## src/design/rsd_pkg.sv

```systemverilog
// rsd_pkg: shared types and constants for the record stream deframer.
// No dependencies; compiled first.
package rsd_pkg;

    localparam int unsigned BYTE_W   = 8;
    localparam int unsigned LEN_W    = 16;
    localparam int unsigned TS_W     = 32;
    localparam int unsigned POS_W    = 3;

    // Header byte positions, in arrival order
    localparam logic [POS_W-1:0] POS_ID    = 3'd0;
    localparam logic [POS_W-1:0] POS_TYPE  = 3'd1;
    localparam logic [POS_W-1:0] POS_LEN0  = 3'd2;
    localparam logic [POS_W-1:0] POS_LEN1  = 3'd3;
    localparam logic [POS_W-1:0] POS_TS0   = 3'd4;
    localparam logic [POS_W-1:0] POS_TS1   = 3'd5;
    localparam logic [POS_W-1:0] POS_TS2   = 3'd6;
    localparam logic [POS_W-1:0] POS_TS3   = 3'd7;

    // One result transaction
    typedef struct packed {
        logic              header_valid;
        logic [BYTE_W-1:0] record_id;
        logic [BYTE_W-1:0] record_type;
        logic [LEN_W-1:0]  payload_length;
        logic [TS_W-1:0]   timestamp;
        logic              payload_valid;
        logic [BYTE_W-1:0] payload_byte;
        logic              record_last;
        logic              truncated;
    } result_t;

endpackage

```

## src/design/rsd_channels.sv

```systemverilog
// Valid/ready channel interfaces for the record stream deframer.
// Depends on rsd_pkg for field widths.
interface rsd_byte_if;
    import rsd_pkg::*;
    logic              valid;
    logic              ready;
    logic [BYTE_W-1:0] data_byte;
    logic              buffer_end;

    modport source (output valid, output data_byte, output buffer_end, input ready);
    modport sink   (input valid, input data_byte, input buffer_end, output ready);
endinterface

interface rsd_rec_if;
    import rsd_pkg::*;
    logic              valid;
    logic              ready;
    logic              header_valid;
    logic [BYTE_W-1:0] record_id;
    logic [BYTE_W-1:0] record_type;
    logic [LEN_W-1:0]  payload_length;
    logic [TS_W-1:0]   timestamp;
    logic              payload_valid;
    logic [BYTE_W-1:0] payload_byte;
    logic              record_last;
    logic              truncated;

    modport source (output valid, output header_valid, output record_id, output record_type,
                    output payload_length, output timestamp, output payload_valid,
                    output payload_byte, output record_last, output truncated,
                    input ready);
    modport sink   (input valid, input header_valid, input record_id, input record_type,
                    input payload_length, input timestamp, input payload_valid,
                    input payload_byte, input record_last, input truncated,
                    output ready);
endinterface

```

## src/design/rsd_parser.sv

```systemverilog
// rsd_parser: header/payload tracking state and per-byte result forming.
// Depends on rsd_pkg and rsd_byte_if.
module rsd_parser (
    input  logic            clk,
    input  logic            rst_n,
    rsd_byte_if.sink        byte_in,
    input  logic            stage_ready,
    output logic            push,
    output rsd_pkg::result_t result
);
    import rsd_pkg::*;

    logic [POS_W-1:0]  pos_reg, pos_next;
    logic              in_payload_reg, in_payload_next;
    logic [BYTE_W-1:0] id_reg, id_next;
    logic [BYTE_W-1:0] type_reg, type_next;
    logic [LEN_W-1:0]  len_reg, len_next;
    logic [TS_W-1:0]   ts_reg, ts_next;
    logic [LEN_W-1:0]  rem_reg, rem_next;

    logic              accept;
    logic              has_result;
    logic [LEN_W-1:0]  rem_dec;
    logic              pay_last;
    logic [BYTE_W-1:0] b;
    logic              b_end;

    assign byte_in.ready = stage_ready;
    assign accept        = byte_in.valid && stage_ready;
    assign push          = accept && has_result;
    assign b             = byte_in.data_byte;
    assign b_end         = byte_in.buffer_end;
    assign rem_dec       = rem_reg - LEN_W'(1);
    assign pay_last      = (rem_dec == '0);

    always_comb
    begin
        pos_next        = pos_reg;
        in_payload_next = in_payload_reg;
        id_next         = id_reg;
        type_next       = type_reg;
        len_next        = len_reg;
        ts_next         = ts_reg;
        rem_next        = rem_reg;
        has_result      = 1'b0;
        result          = '0;

        if (in_payload_reg)
        begin
            has_result            = 1'b1;
            result.record_id      = id_reg;
            result.record_type    = type_reg;
            result.payload_length = len_reg;
            result.timestamp      = ts_reg;
            result.payload_valid  = 1'b1;
            result.payload_byte   = b;
            result.record_last    = pay_last;
            result.truncated      = b_end && !pay_last;
            if (pay_last || b_end)
            begin
                in_payload_next = 1'b0;
                pos_next        = POS_ID;
                rem_next        = '0;
            end
            else
            begin
                rem_next = rem_dec;
            end
        end
        else
        begin
            unique case (pos_reg)
                POS_ID:   id_next         = b;
                POS_TYPE: type_next       = b;
                POS_LEN0: len_next[7:0]   = b;
                POS_LEN1: len_next[15:8]  = b;
                POS_TS0:  ts_next[7:0]    = b;
                POS_TS1:  ts_next[15:8]   = b;
                POS_TS2:  ts_next[23:16]  = b;
                POS_TS3:  ts_next[31:24]  = b;
                default:  ts_next         = ts_reg;
            endcase

            if (pos_reg != POS_TS3)
            begin
                if (b_end)
                begin
                    // buffer ran out inside the header: bare truncation flag
                    has_result       = 1'b1;
                    result.truncated = 1'b1;
                    pos_next         = POS_ID;
                end
                else
                begin
                    pos_next = pos_reg + POS_W'(1);
                end
            end
            else
            begin
                pos_next              = POS_ID;
                has_result            = 1'b1;
                result.header_valid   = 1'b1;
                result.record_id      = id_reg;
                result.record_type    = type_reg;
                result.payload_length = len_reg;
                result.timestamp      = ts_next;
                if (len_reg == '0)
                begin
                    result.record_last = 1'b1;
                end
                else
                begin
                    result.truncated = b_end;
                    if (!b_end)
                    begin
                        in_payload_next = 1'b1;
                        rem_next        = len_reg;
                    end
                end
            end
        end
    end

    always_ff @(posedge clk or negedge rst_n)
    begin
        if (!rst_n)
        begin
            pos_reg        <= POS_ID;
            in_payload_reg <= 1'b0;
            id_reg         <= '0;
            type_reg       <= '0;
            len_reg        <= '0;
            ts_reg         <= '0;
            rem_reg        <= '0;
        end
        else if (accept)
        begin
            pos_reg        <= pos_next;
            in_payload_reg <= in_payload_next;
            id_reg         <= id_next;
            type_reg       <= type_next;
            len_reg        <= len_next;
            ts_reg         <= ts_next;
            rem_reg        <= rem_next;
        end
    end

    // payload phase always has bytes left and sits at header position zero
    a_rem_nonzero: assert property (@(posedge clk) disable iff (!rst_n)
        in_payload_reg |-> (rem_reg != '0 && pos_reg == POS_ID))
        else $error("payload phase with no bytes left or header position set");

    // the final payload byte closes the record
    a_last_exits: assert property (@(posedge clk) disable iff (!rst_n)
        (accept && in_payload_reg && rem_reg == LEN_W'(1)) |=> !in_payload_reg)
        else $error("payload phase not left after last byte");

    // a completed record is never also flagged as truncated
    a_last_not_trunc: assert property (@(posedge clk) disable iff (!rst_n)
        push |-> !(result.record_last && result.truncated))
        else $error("record_last and truncated together");

    // header and payload results are exclusive
    a_hdr_pay_excl: assert property (@(posedge clk) disable iff (!rst_n)
        push |-> !(result.header_valid && result.payload_valid))
        else $error("header and payload flagged in one result");

endmodule

```

## src/design/rsd_out_stage.sv

```systemverilog
// rsd_out_stage: output register with skid entry, decoupling the two sides.
// Depends on rsd_pkg and rsd_rec_if.
module rsd_out_stage (
    input  logic             clk,
    input  logic             rst_n,
    input  logic             push,
    input  rsd_pkg::result_t push_data,
    output logic             stage_ready,
    rsd_rec_if.source        rec_out
);
    import rsd_pkg::*;

    logic    main_v_reg, main_v_next;
    logic    skid_v_reg, skid_v_next;
    result_t main_reg, main_next;
    result_t skid_reg, skid_next;
    logic    pop;

    assign stage_ready = !skid_v_reg;
    assign pop         = main_v_reg && rec_out.ready;

    always_comb
    begin
        main_v_next = main_v_reg;
        skid_v_next = skid_v_reg;
        main_next   = main_reg;
        skid_next   = skid_reg;
        if (pop || !main_v_reg)
        begin
            // skid full implies no push this cycle
            main_v_next = skid_v_reg || push;
            main_next   = skid_v_reg ? skid_reg : push_data;
            skid_v_next = 1'b0;
        end
        else if (push)
        begin
            skid_v_next = 1'b1;
            skid_next   = push_data;
        end
    end

    always_ff @(posedge clk or negedge rst_n)
    begin
        if (!rst_n)
        begin
            main_v_reg <= 1'b0;
            skid_v_reg <= 1'b0;
        end
        else
        begin
            main_v_reg <= main_v_next;
            skid_v_reg <= skid_v_next;
        end
    end

    always_ff @(posedge clk)
    begin
        main_reg <= main_next;
        skid_reg <= skid_next;
    end

    assign rec_out.valid          = main_v_reg;
    assign rec_out.header_valid   = main_reg.header_valid;
    assign rec_out.record_id      = main_reg.record_id;
    assign rec_out.record_type    = main_reg.record_type;
    assign rec_out.payload_length = main_reg.payload_length;
    assign rec_out.timestamp      = main_reg.timestamp;
    assign rec_out.payload_valid  = main_reg.payload_valid;
    assign rec_out.payload_byte   = main_reg.payload_byte;
    assign rec_out.record_last    = main_reg.record_last;
    assign rec_out.truncated      = main_reg.truncated;

endmodule

```

## src/design/record_stream_deframer.sv

```systemverilog
// record_stream_deframer: top level, parser followed by output register stage.
// Depends on rsd_pkg, rsd_channels, rsd_parser and rsd_out_stage.
//
//  channel   dir  modport  payload
//  byte_in   in   sink     data_byte[7:0], buffer_end
//  rec_out   out  source   header fields, payload byte, record_last, truncated
//
// One byte transaction is taken per clock while byte_in.ready is high; each byte
// gives zero or one result, which is registered in the output stage.
// rst_n is asynchronous and active low; it returns the parser to the id byte.
// A stalled rec_out is absorbed by one skid entry; byte_in.ready drops only
// when both the output register and the skid entry hold results.
// Header bytes before the eighth give no result unless the buffer ends there.
module record_stream_deframer (
    input  logic      clk,
    input  logic      rst_n,
    rsd_byte_if.sink  byte_in,
    rsd_rec_if.source rec_out
);
    import rsd_pkg::*;

    logic    push;
    logic    stage_ready;
    result_t result;

    // byte-wise header collection and payload counting
    rsd_parser u_parser (
        .clk         (clk),
        .rst_n       (rst_n),
        .byte_in     (byte_in),
        .stage_ready (stage_ready),
        .push        (push),
        .result      (result)
    );

    // result register with skid entry towards the consumer
    rsd_out_stage u_out_stage (
        .clk         (clk),
        .rst_n       (rst_n),
        .push        (push),
        .push_data   (result),
        .stage_ready (stage_ready),
        .rec_out     (rec_out)
    );

endmodule

```

## src/flat_wrapper.sv

```systemverilog
// flat-port wrapper written by rule: the top's interface ports become plain ports
module record_stream_deframer_flat import rsd_pkg::*;
  (clk, rst_n, byte_in_valid, byte_in_data_byte, byte_in_buffer_end, byte_in_ready, rec_out_valid, rec_out_header_valid, rec_out_record_id, rec_out_record_type, rec_out_payload_length, rec_out_timestamp, rec_out_payload_valid, rec_out_payload_byte, rec_out_record_last, rec_out_truncated, rec_out_ready);
  rsd_byte_if byte_in_i ();
  rsd_rec_if rec_out_i ();
  input  logic clk;
  input  logic rst_n;
  input wire logic [$bits(byte_in_i.valid)-1:0] byte_in_valid;
  input wire logic [$bits(byte_in_i.data_byte)-1:0] byte_in_data_byte;
  input wire logic [$bits(byte_in_i.buffer_end)-1:0] byte_in_buffer_end;
  output wire logic [$bits(byte_in_i.ready)-1:0] byte_in_ready;
  output wire logic [$bits(rec_out_i.valid)-1:0] rec_out_valid;
  output wire logic [$bits(rec_out_i.header_valid)-1:0] rec_out_header_valid;
  output wire logic [$bits(rec_out_i.record_id)-1:0] rec_out_record_id;
  output wire logic [$bits(rec_out_i.record_type)-1:0] rec_out_record_type;
  output wire logic [$bits(rec_out_i.payload_length)-1:0] rec_out_payload_length;
  output wire logic [$bits(rec_out_i.timestamp)-1:0] rec_out_timestamp;
  output wire logic [$bits(rec_out_i.payload_valid)-1:0] rec_out_payload_valid;
  output wire logic [$bits(rec_out_i.payload_byte)-1:0] rec_out_payload_byte;
  output wire logic [$bits(rec_out_i.record_last)-1:0] rec_out_record_last;
  output wire logic [$bits(rec_out_i.truncated)-1:0] rec_out_truncated;
  input wire logic [$bits(rec_out_i.ready)-1:0] rec_out_ready;
  assign byte_in_i.valid = byte_in_valid;
  assign byte_in_i.data_byte = byte_in_data_byte;
  assign byte_in_i.buffer_end = byte_in_buffer_end;
  assign byte_in_ready = byte_in_i.ready;
  assign rec_out_valid = rec_out_i.valid;
  assign rec_out_header_valid = rec_out_i.header_valid;
  assign rec_out_record_id = rec_out_i.record_id;
  assign rec_out_record_type = rec_out_i.record_type;
  assign rec_out_payload_length = rec_out_i.payload_length;
  assign rec_out_timestamp = rec_out_i.timestamp;
  assign rec_out_payload_valid = rec_out_i.payload_valid;
  assign rec_out_payload_byte = rec_out_i.payload_byte;
  assign rec_out_record_last = rec_out_i.record_last;
  assign rec_out_truncated = rec_out_i.truncated;
  assign rec_out_i.ready = rec_out_ready;
  record_stream_deframer u_core (.clk(clk), .rst_n(rst_n), .byte_in(byte_in_i), .rec_out(rec_out_i));
endmodule
```

## config.mk

```make
export PLATFORM = sky130hd
export DESIGN_NAME = record_stream_deframer_flat
export DESIGN_NICKNAME = d
export VERILOG_FILES = /design/src/design/rsd_pkg.sv /design/src/design/rsd_channels.sv /design/src/design/rsd_parser.sv /design/src/design/rsd_out_stage.sv /design/src/design/record_stream_deframer.sv /design/src/flat_wrapper.sv
export SDC_FILE = /design/constraint.sdc
export NUM_CORES = 1
export LEC_CHECK = 0
export ABC_AREA = 1
export BUFFER_PORTS_ARGS = -buffer_cell sky130_fd_sc_hd__buf_2
export CAP_MARGIN = 30
export CORE_MARGIN = 5
export CORE_UTILIZATION = 60
export CTS_CLUSTER_DIAMETER = 40
export DETAILED_ROUTE_END_ITERATION = 10
export GPL_ROUTABILITY_DRIVEN = 1
export GPL_TIMING_DRIVEN = 0
export HOLD_SLACK_MARGIN = 0.05
export PLACE_DENSITY = 0.92
export SLEW_MARGIN = 5
export SYNTH_ARGS = -nofsm -noshare
export SYNTH_HDL_FRONTEND = slang
export SYNTH_HIERARCHICAL = 1
export SYNTH_SLANG_ARGS = --single-unit
```

## constraint.sdc

```tcl
create_clock -name clk -period 7.35 [get_ports clk]
set_input_delay 1.1025 -clock clk [delete_from_list [all_inputs] [get_ports clk]]
set_output_delay 1.1025 -clock clk [all_outputs]
set_load 0.005 [all_outputs]
```

* After elaboration in Yosys (flattened, before gate mapping)
Index checks and enable logic that the tools add are counted.
** Word-level totals
- Register bits :: 238
- Input port bits :: 13
** Cells by class
- Add/subtract/negate cells :: 2
- Equal/unequal tests :: 12
- Multiplexer cells :: 33
- Bitwise logic cells :: 2
- Reductions and logical operators :: 22
** Operator list (count)
- $mux 16 :: 5
- $mux 76 :: 1
- $mux 65 :: 1
- $mux 64 :: 1
- $logic_not 16->1 :: 2
- $mux 8 :: 4
- $sub 16x1->16 const B :: 1
- $mux 1 :: 15
- $eq 3x3->1 const B :: 4
- $mux 3 :: 4
- $reduce_and 3->1 :: 4
- $mux 9 :: 1
- $eq 3x2->1 const B :: 2
- $reduce_and 2->1 :: 3
- $logic_and 1x1->1 :: 4
- $ne 2x1->1 const B :: 2
- $ne 2x2->1 const B :: 2
- $reduce_and 4->1 :: 1
- $add 3x1->3 const B :: 1
- $eq 3x1->1 const B :: 1
- $logic_not 1->1 :: 3
- $logic_not 3->1 :: 1
- $logic_or 1x1->1 :: 3
- $ne 3x3->1 const B :: 1
- other kinds (3) :: 4

* Depth between registers and ports, before layout
Gate-level depths: netlist of the first run.
- Depth in word-level cells :: 6
- Mapped depth :: 16

* Hierarchy
The synthesis of the first run kept the hierarchy.
** Modules (own cells, without submodules)
- rsd_out_stage :: instances 1, cells each 407, area each 5620.4 um2, sequential area each 4614.4 um2
- rsd_parser :: instances 1, cells each 697, area each 5001.0 um2, sequential area each 2102.0 um2

* Worst setup path after synthesis of the first run
No wires, ideal clock.
- Path type :: input to register
- From :: in rec_out_ready
- To :: reg u_core/u_out_stage/skid_reg[0] (netlist name) (enable)
- Arrival :: 6252 ps
- Path slack :: 588 ps
- Stages on the path :: 3
- Buffers on the path :: 0
- Path through :: inv_1 -> nand2_1 -> nor2_1
** Between the ends
- Cells in the longest elaborated chain, start to end :: 4
** Ends and longest elaborated chain
- from (decl) :: line flat_wrapper.sv:22 : input wire logic [$bits(rec_out_i.ready)-1:0] rec_out_ready;
- $logic_and 1x1->1 :: line rsd_out_stage.sv:20 : assign pop = main_v_reg && rec_out.ready;
- $logic_or 1x1->1 :: line rsd_out_stage.sv:28 : if (pop || !main_v_reg)
- $not 1->1 (no source line)
- $reduce_and 2->1 (no source line)
- to (signal assigned) :: line rsd_out_stage.sv:59 : skid_reg <= skid_next;
- to (decl) :: line rsd_out_stage.sv:16 : result_t skid_reg, skid_next;
Every way passes these cells.
A chain may end at the register's enable or synchronous reset.

* Final worst setup path of the first run
- From :: reg u_core.u_out_stage.skid_v_reg
- To :: reg u_core/u_out_stage/skid_reg[48] (netlist name) (enable)
** Between the ends
- Cells in the longest elaborated chain, start to end :: 4
** Ends and longest elaborated chain
- from (decl) :: line rsd_out_stage.sv:14 : logic skid_v_reg, skid_v_next;
- from (signal assigned) :: line rsd_out_stage.sv:52 : skid_v_reg <= skid_v_next;
- $logic_not 1->1 :: line rsd_out_stage.sv:19 : assign stage_ready = !skid_v_reg;
- named net u_core.stage_ready :: line record_stream_deframer.sv:23 : logic stage_ready;
- $logic_and 1x1->1 :: line rsd_parser.sv:29 : assign accept = byte_in.valid && stage_ready;
- $logic_and 1x1->1 :: line rsd_parser.sv:30 : assign push = accept && has_result;
- named net u_core.push :: line record_stream_deframer.sv:22 : logic push;
- $reduce_and 2->1 (no source line)
The timed path passes the listed nets, and every way through them passes these cells.

==> metrics.md, run 1 <==
| Metric | Value |
|---|---|
| Largest family of logic cells by synthesized area | simple AND/OR/NAND/NOR gates |
| Worst slew pin tran | 728.1 ps |
| Area after DPL | 11460 um2 |
| R2R cell count | 9 |
| Clock slew seen by the registers of the worst setup and hold paths | 60 ps |
| Power per standard cell area | 290.3 nW/um2 |
| Layout Skew | 20.49 ps |
| MaxCap Viol Count | 0 |
| Final setup violating endpoints | 0 |
| Post-synth top cells | 372 x nand2_1, 152 x edfxtp_1, 128 x inv_1 |
| Status | finished, final reports clean |
| Die W | 143.1 um |
| Largest area contributor in the netlist | edfxtp_1 |
| RSZ-0062 raised after global routing | false |
| Max Root-Sink Buffers | 3 |
| Net Sw Power | 1.045 mW |
| Post-synthesis compound-gate area fraction | 0.08352 |
| Final Hold Viols | 0 |
| Hold Path Cell Cnt | 2 |
| Post-Synth Simple-Gate Area | 0.2027 |
| Number of synthesis warnings | 6 |
| Area share of the largest cell type after synthesis | 0.4297 |
| Area growth syn-to-layout | 15.74% |
| Layout Nets | 1247 |
| Synth Area in XOR/XNOR | 0.0008246 |
| Cell area after synthesis | 10620 um2 |
| Arr. time, crit path | 2980 ps |
| CTS Sinks | 238 |
| Buf/Inv on CP | 6 |
| Post-DP HPWL | 18.09 mm |
| Syn Area/Cell | 9.621 um2 |
| Seq cells post-synth | 238 |
| FF-to-FF setup slack | 4590 ps |
| HP Class | reg -> reg |
| First-pass GRT wire length | 44.07 mm |
| Worst path most repeated cell | buf_2 |
| CP Capture Type | flip-flop |
| FP Rows | 48 |
| Die area | 20460 um2 |
| Clock tree from TritonCTS | yes |
| Reg-to-reg endpoint | u_core/u_out_stage/skid_reg[48] |
| Max-slew violation count | 0 |
| Top cells by area, synth | edfxtp_1 43%, dfrtp_1 20%, nand2_1 13%, inv_1 4.5%, nor2_1 3.1% |
| Switching Fraction | 0.2927 |
| Slowest CP cell | nor2_4 |
| Crit share post-route | 0.3751 |
| Residual DRC | 0 |
| Max FFs per register | 76 |
| TNS Setup | 0 ps |
| Post-Synthesis Cells | 1104 |
| Vias in the first global route | 8571 |
| Core Area | 17360 um2 |
| Clock latency on the worst-skew pair | 530 ps |
| Largest net degree at the start of global routing | 50 |
| Fin area | 12290 um2 |
| Total Routing Usage GR | 0.2726 |
| Layout cell share with drive strength beyond 1 | 0.1637 |
| Number of synthesized flops with an enable pin | 152 |
| CP required | 7570 ps |
| Port bufs | 90 |
| WHS Endpoint | u_core/u_parser/id_reg[2] |
| Post_cts resized | 0 |
| Critical path's largest stage delay | 460 ps |
| Crit Path Class | reg -> reg |
| Internal Power | 2.524 mW |
| Seq/Total Area, Yosys | 0.6323 |
| Post-layout util | 0.7083 |
| Yosys cell types | 33 |
| DR vias | 8740 |
| Number of I/O pins | 91 |
| First-iteration detailed-routing DRC count | 1348 |
| CP cell instances | buf_2, inv_2, buf_2, nand2_1, clkbuf_1, nor2_1, inv_1, nor2_4, buf_12 |
| LEAKAGE | 5.854 nW |
| Fmax | 0.3627 GHz |
| Post-CTS Hold Buffers | 0 |
| VDD IR-drop max | 0.1823 mV |
| Worst path depth | 9 |
| Final ANT Viol Nets | 0 |
| Critical Path Start Type | flip-flop |
| Total power | 3.569 mW |
| Mux share of post-synthesis cell area | 0 |
| DP Worst Slack | 4388 ps |
| Family with the most delay on the worst path | buffers and inverters |
| Syn Nets | 1125 |
| Drt pass-1 iters | 8 |
| Main synth FF type | edfxtp_1 |
| Inserted Clock Buffers | 26 |
| Combinational share of power | 0.153 |
| Setup Buffers After CTS | 0 |
| Vert. Die Dim | 143.1 um |
| Vias per cell | 5.938 |
| H-Tree Depth | 1 |
| Worst Path Max Fanout | 36 |
| Final Critical Period | 2757 ps |
| Critical R2R Launch | u_core/u_out_stage/skid_v_reg |
| Routability cong. | 0.9170 |
| Hold_sp | u_core/u_parser/id_reg[2] |
| Initial antenna violation count | 0 |
| Starting Density | 0.6120 |
| Root buf cell | clkbuf_16 |
| Routed len/inst | 19.14 um |
| Overflow left after global routing | 0 |
| Routed wire length | 28.17 mm |
| PnR worst setup slack | 4593 ps |
| Synth Area in Adders | 0.009424 |
| Flop pwr share | 0.497 |
| Clock Power Share | 0.350 |
| Max-slew headroom | 0.5128 |
| Most frequent cell after synthesis | nand2_1 |
| Synth async-reset ratio | 0.3613 |
==> per-stage QoR <==
stage	cells	hold slack (ps)
CTS	1471	505.1
global route	1471	530.5
finish	1472	510.9
detailed placement	1423	479.8
global placement	1419	468.3
floorplan	1104	453.0
==> worst register-to-register path, cell delays in order, from the launching register on <==
cell      delay, ps
dfrtp_1         350
buf_2           160
inv_2           120
buf_2           240
nand2_1         220
clkbuf_1        300
nor2_1          210
inv_1            90
nor2_4          460
buf_12          300
==> kinds of logic (layout without fill, tap and decap cells) <==
| kind of cell | count (synthesis) | in the layout |
|---|---|---|
| and+or+nand+nor | 519 | 519 |
| DFF | 238 | 238 |
| buffers and inverters | 179 | 321 |
| AOI/OAI and AO/OA | 159 | 159 |
| adders and majority gates | 8 | 8 |
| xor gates and xnor gates | 1 | 1 |
| other | 0 | 1 |
==> per-layer routing <==
| metal | share of wire | track usage | vias to the layer above |
|---|---|---|---|
| met5 | 0 | 0 | - |
| met4 | 0.059 | 0.1356 | 0 |
| li1 | - | - | 3813 |
| met1 | 0.35 | 0.3426 | 4016 |
| met2 | 0.48 | 0.4543 | 724 |
| met3 | 0.11 | 0.05325 | 187 |
==> cells in the final DEF, fill, tap and decap left out, types with 2 or more instances in the layout <==
master / netlist / layout
buf_1: 3 / 3
buf_4: 6 / 7
nand2_2: 6 / 6
clkbuf_8: 0 / 3
clkinv_2: 0 / 3
clkinv_4: 0 / 2
clkbuf_16: 0 / 27
nand3_1: 23 / 23
o21ai_1: 4 / 4
buf_2: 12 / 101
buf_12: 1 / 4
nand4_1: 4 / 4
o21ai_2: 2 / 2
nand3_2: 11 / 11
ha_1: 8 / 8
nor2_2: 5 / 5
dfrtp_1: 86 / 86
a21oi_2: 10 / 10
buf_6: 4 / 4
inv_8: 0 / 2
or2_2: 2 / 2
o22ai_1: 32 / 32
nor2_4: 3 / 4
inv_2: 2 / 2
nand2_4: 3 / 4
nand2_1: 372 / 371
nor2_1: 88 / 87
o21ai_0: 66 / 66
a21oi_1: 43 / 43
edfxtp_1: 152 / 152
inv_1: 128 / 128
clkbuf_1: 22 / 30
==> how the worst max path moves through the flow <==
stage	startpoint	end	slack [ps]
detailed placement	rec_out_ready	u_core/u_out_stage/skid_reg[48]	4390
global route	u_core/u_out_stage/skid_v_reg	u_core/u_out_stage/skid_reg[0]	4470
CTS	u_core/u_out_stage/skid_v_reg	byte_in_ready	4620
floorplan	rec_out_ready	u_core/u_out_stage/skid_reg[0]	590
global placement	rec_out_ready	u_core/u_out_stage/skid_reg[48]	-1310
finish	u_core/u_out_stage/skid_v_reg	u_core/u_out_stage/skid_reg[48]	4590
==> area by class of cell <==
cell class	count	area, um2
Multi-Input combinational cell	687	3164
Inverter	131	491.7
Buffer	48	264.0
Sequential cell	238	6716
Tap cell	225	281.5
Clock inverter	10	85.08
Timing Repair Buffer	94	540.5
Antenna cell	1	2.502
Fill cell	1056	5064
Clock buffer	38	747.0
==> power by group through the flow <==
stage / sequential, mW / combinational, mW / clock [mW]
floorplan: 1.75 / 0.327 / 0
global placement: 1.77 / 0.452 / 0
detailed placement: 1.78 / 0.505 / 0
CTS: 1.76 / 0.531 / 1.26
global route: 1.78 / 0.598 / 1.32
finish: 1.77 / 0.547 / 1.25
No activity file was read; power rests on OpenSTA's default activity.
==> run 2: changes to the inputs <==
==> constraint.sdc (replaced) <==
create_clock -name clk -period 2.6 [get_ports clk]
set_input_delay 0.39 -clock clk [delete_from_list [all_inputs] [get_ports clk]]
set_output_delay 0.39 -clock clk [all_outputs]
set_load 0.005 [all_outputs]
==> run 2 against run 1 <==
Net effect: worst hold slack got worse by 270 ps; critical path depth decreased by 1; power increased to 2.9 times the previous value; global-route usage decreased by 0.23 points; die area unchanged; sequential power increased to 2.8 times the previous value; clock power increased to 3.0 times the previous value.
==> metrics.md, run 2 (synthesized netlist as in run 1, its figures left out) <==
| Metric | Value |
|---|---|
| PnR worst setup slack | 34.05 ps |
| Total Routing Usage GR | 0.2703 |
| Residual DRC | 0 |
| Flop pwr share | 0.486 |
| Area after DPL | 11500 um2 |
| Crit share post-route | 0.9869 |
| Vias per cell | 5.912 |
| Reg-to-reg endpoint | u_core/u_parser/id_reg[7] |
| MaxCap Viol Count | 0 |
| DR WL met2 | 13.35 mm |
| DP Worst Slack | -68.58 ps |
| VDD IR-drop max | 0.5764 mV |
| Clock slew seen by the registers of the worst setup and hold paths | 60 ps |
| H-Tree Depth | 1 |
| Dpl cells | 1422 |
| Setup Buffers After CTS | 0 |
| CP Capture Type | flip-flop |
| Fmax | 0.3897 GHz |
| Highest routed layer | met5 |
| Internal Power | 7.358 mW |
| Max-slew headroom | 0.5707 |
| DR vias | 8703 |
| Overflow left after global routing | 0 |
| Fin area | 12420 um2 |
| Clock tree from TritonCTS | yes |
| HP Class | in -> reg |
| Wl on met1 | 9.713 mm |
| LEAKAGE | 5.885 nW |
| Max FFs per register | 76 |
| Hold Slack | 239.8 ps |
| Met3 routed WL | 3.164 mm |
| Starting Density | 0.6120 |
| Routed len/inst | 18.73 um |
| Critical Path Start Type | flip-flop |
| Final Critical Period | 2566 ps |
| Max-slew violation count | 0 |
| Number of I/O pins | 91 |
| N_diodes | 0 |
| Die W | 143.1 um |
| CP required | 3020 ps |
| Critical path origin | u_core/u_out_stage/skid_v_reg |
| Combinational share of power | 0.150 |
| Vert. Die Dim | 143.1 um |
| FP Rows | 48 |
| R2R cell count | 8 |
| Crit path to | u_core/u_parser/id_reg[7] |
| Initial antenna violation count | 1 |
| First-pass GRT wire length | 43.73 mm |
| Worst slew pin tran | 641.6 ps |
| Layout cell share with drive strength beyond 1 | 0.1748 |
| Post-DP HPWL | 17.29 mm |
| Clock latency on the worst-skew pair | 530 ps |
| RSZ-0062 raised after global routing | true |
| Hold Path Cell Cnt | 4 |
| Net Sw Power | 2.966 mW |
| Final ANT Viol Nets | 0 |
| Layout Skew | 16.88 ps |
| Switching Fraction | 0.2873 |
| Routed wire length | 27.56 mm |
| FF-to-FF setup slack | 30 ps |
| FILL cells | 1037 |
| Port bufs | 90 |
| Most common cell after layout, fill and taps aside | nand2_1 |
| Routability cong. | 0.9173 |
| CTS Sinks | 238 |
| Status | finished, final reports clean |
| Clock Power Share | 0.364 |
| Max Root-Sink Buffers | 3 |
| Final setup violating endpoints | 0 |
| Root buf cell | clkbuf_16 |
| Die area | 20460 um2 |
| Arr. time, crit path | 2990 ps |
| Core Area | 17360 um2 |
| Drt pass-1 iters | 7 |
| Final Hold Viols | 0 |
| Vias in the first global route | 8626 |
| Crit Path Class | reg -> reg |
| Worst Path Max Fanout | 11 |
| Layout Nets | 1248 |
| Largest net degree at the start of global routing | 81 |
| Area growth syn-to-layout | 16.89% |
| Inserted Clock Buffers | 26 |
| Commonest cells after routing, fill and taps aside | 370 x nand2_1, 152 x edfxtp_1, 126 x inv_1 |
| Non-Filler Instances | 1472 |
| Post-layout util | 0.7153 |
| First-iteration detailed-routing DRC count | 1361 |
| Power per standard cell area | 831.5 nW/um2 |
| Critical R2R Launch | u_core/u_out_stage/skid_v_reg |
==> run 2: cell types whose count changed in the layout (fill, tap and decap cells not counted), moves of 2 or more <==
cell       change
nor2_1         -2
inv_2          +2
ha_1           -3
ha_2           +2
inv_6          +2
clkbuf_1       -6
buf_12         -2
inv_1          -2
clkbuf_2       +2
bufinv_16      +2
nor2_4         +2
==> run 2: layout make-up <==
type	count	area, um2	share of cell area
Buffer	48	282.8	0.02278
Sequential cell	238	6716	0.5410
Clock inverter	14	147.6	0.01189
Tap cell	225	281.5	0.02267
Multi-Input combinational cell	688	3214	0.2589
Timing Repair Buffer	94	538.0	0.04333
Clock buffer	34	743.2	0.05986
Inverter	131	491.7	0.03960
==> run 2: per-stage QoR <==
step                setup TNS (ps)  total power [mW]
global placement            -44750             6.271
global route                -18.77             10.71
detailed placement           -2337             6.430
floorplan                        0             5.867
finish                           0             10.32
CTS                              0             10.25
==> run 2: worst min path at each step <==
stage                                         start                                to  slack (ps)
after floorplan                               rst_n  u_core/u_out_stage/rec_out.valid          90
after global placement    u_core/u_parser/id_reg[3]         u_core/u_parser/id_reg[3]         470
after detailed placement                      rst_n        u_core/u_parser/ts_reg[20]         350
after CTS                      byte_in_data_byte[2]        u_core/u_parser/ts_reg[26]         220
after global routing           byte_in_data_byte[3]        u_core/u_parser/ts_reg[27]         240
final                            byte_in_buffer_end        u_core/u_parser/rem_reg[9]         240
==> run 2: power by group through the flow <==
stage / Sequential (mW) / Clock (mW) / Combinational [mW]
2_1_floorplan: 4.93 / 0 / 0.935
3_3_place_gp: 4.99 / 0 / 1.28
3_5_place_dp: 5.02 / 0 / 1.41
4_1_cts: 4.98 / 3.77 / 1.50
5_1_grt: 5.05 / 3.95 / 1.70
6_report: 5.01 / 3.76 / 1.55
==> run 2: layer usage <==
| layer | GRT usage | vias to the layer above |
|---|---|---|
| li1 | - | 3820 |
| met1 | 0.3387 | 4044 |
| met2 | 0.4540 | 692 |
| met3 | 0.05559 | 145 |
| met4 | 0.1261 | 2 |
| met5 | 0 | - |
==> run 2: timing repair <==
item / in CTS / in global routing
cloned: 1 / 0
pin swaps: 1 / 0
hold buffers: 1 / 0
setup endpoints to repair: 37 / 50
gates resized for setup: 1 / 6
hold endpoints to repair: 27 / 0
==> run 2: worst max-delay path, cell delays in order (launching register included) <==
cell and delay, ps:
dfrtp_1 350, buf_2 180, inv_2 150, buf_6 160, nand2_2 130, nor2_1 450, nand3_1 400, clkbuf_1 330
o21ai_0 310
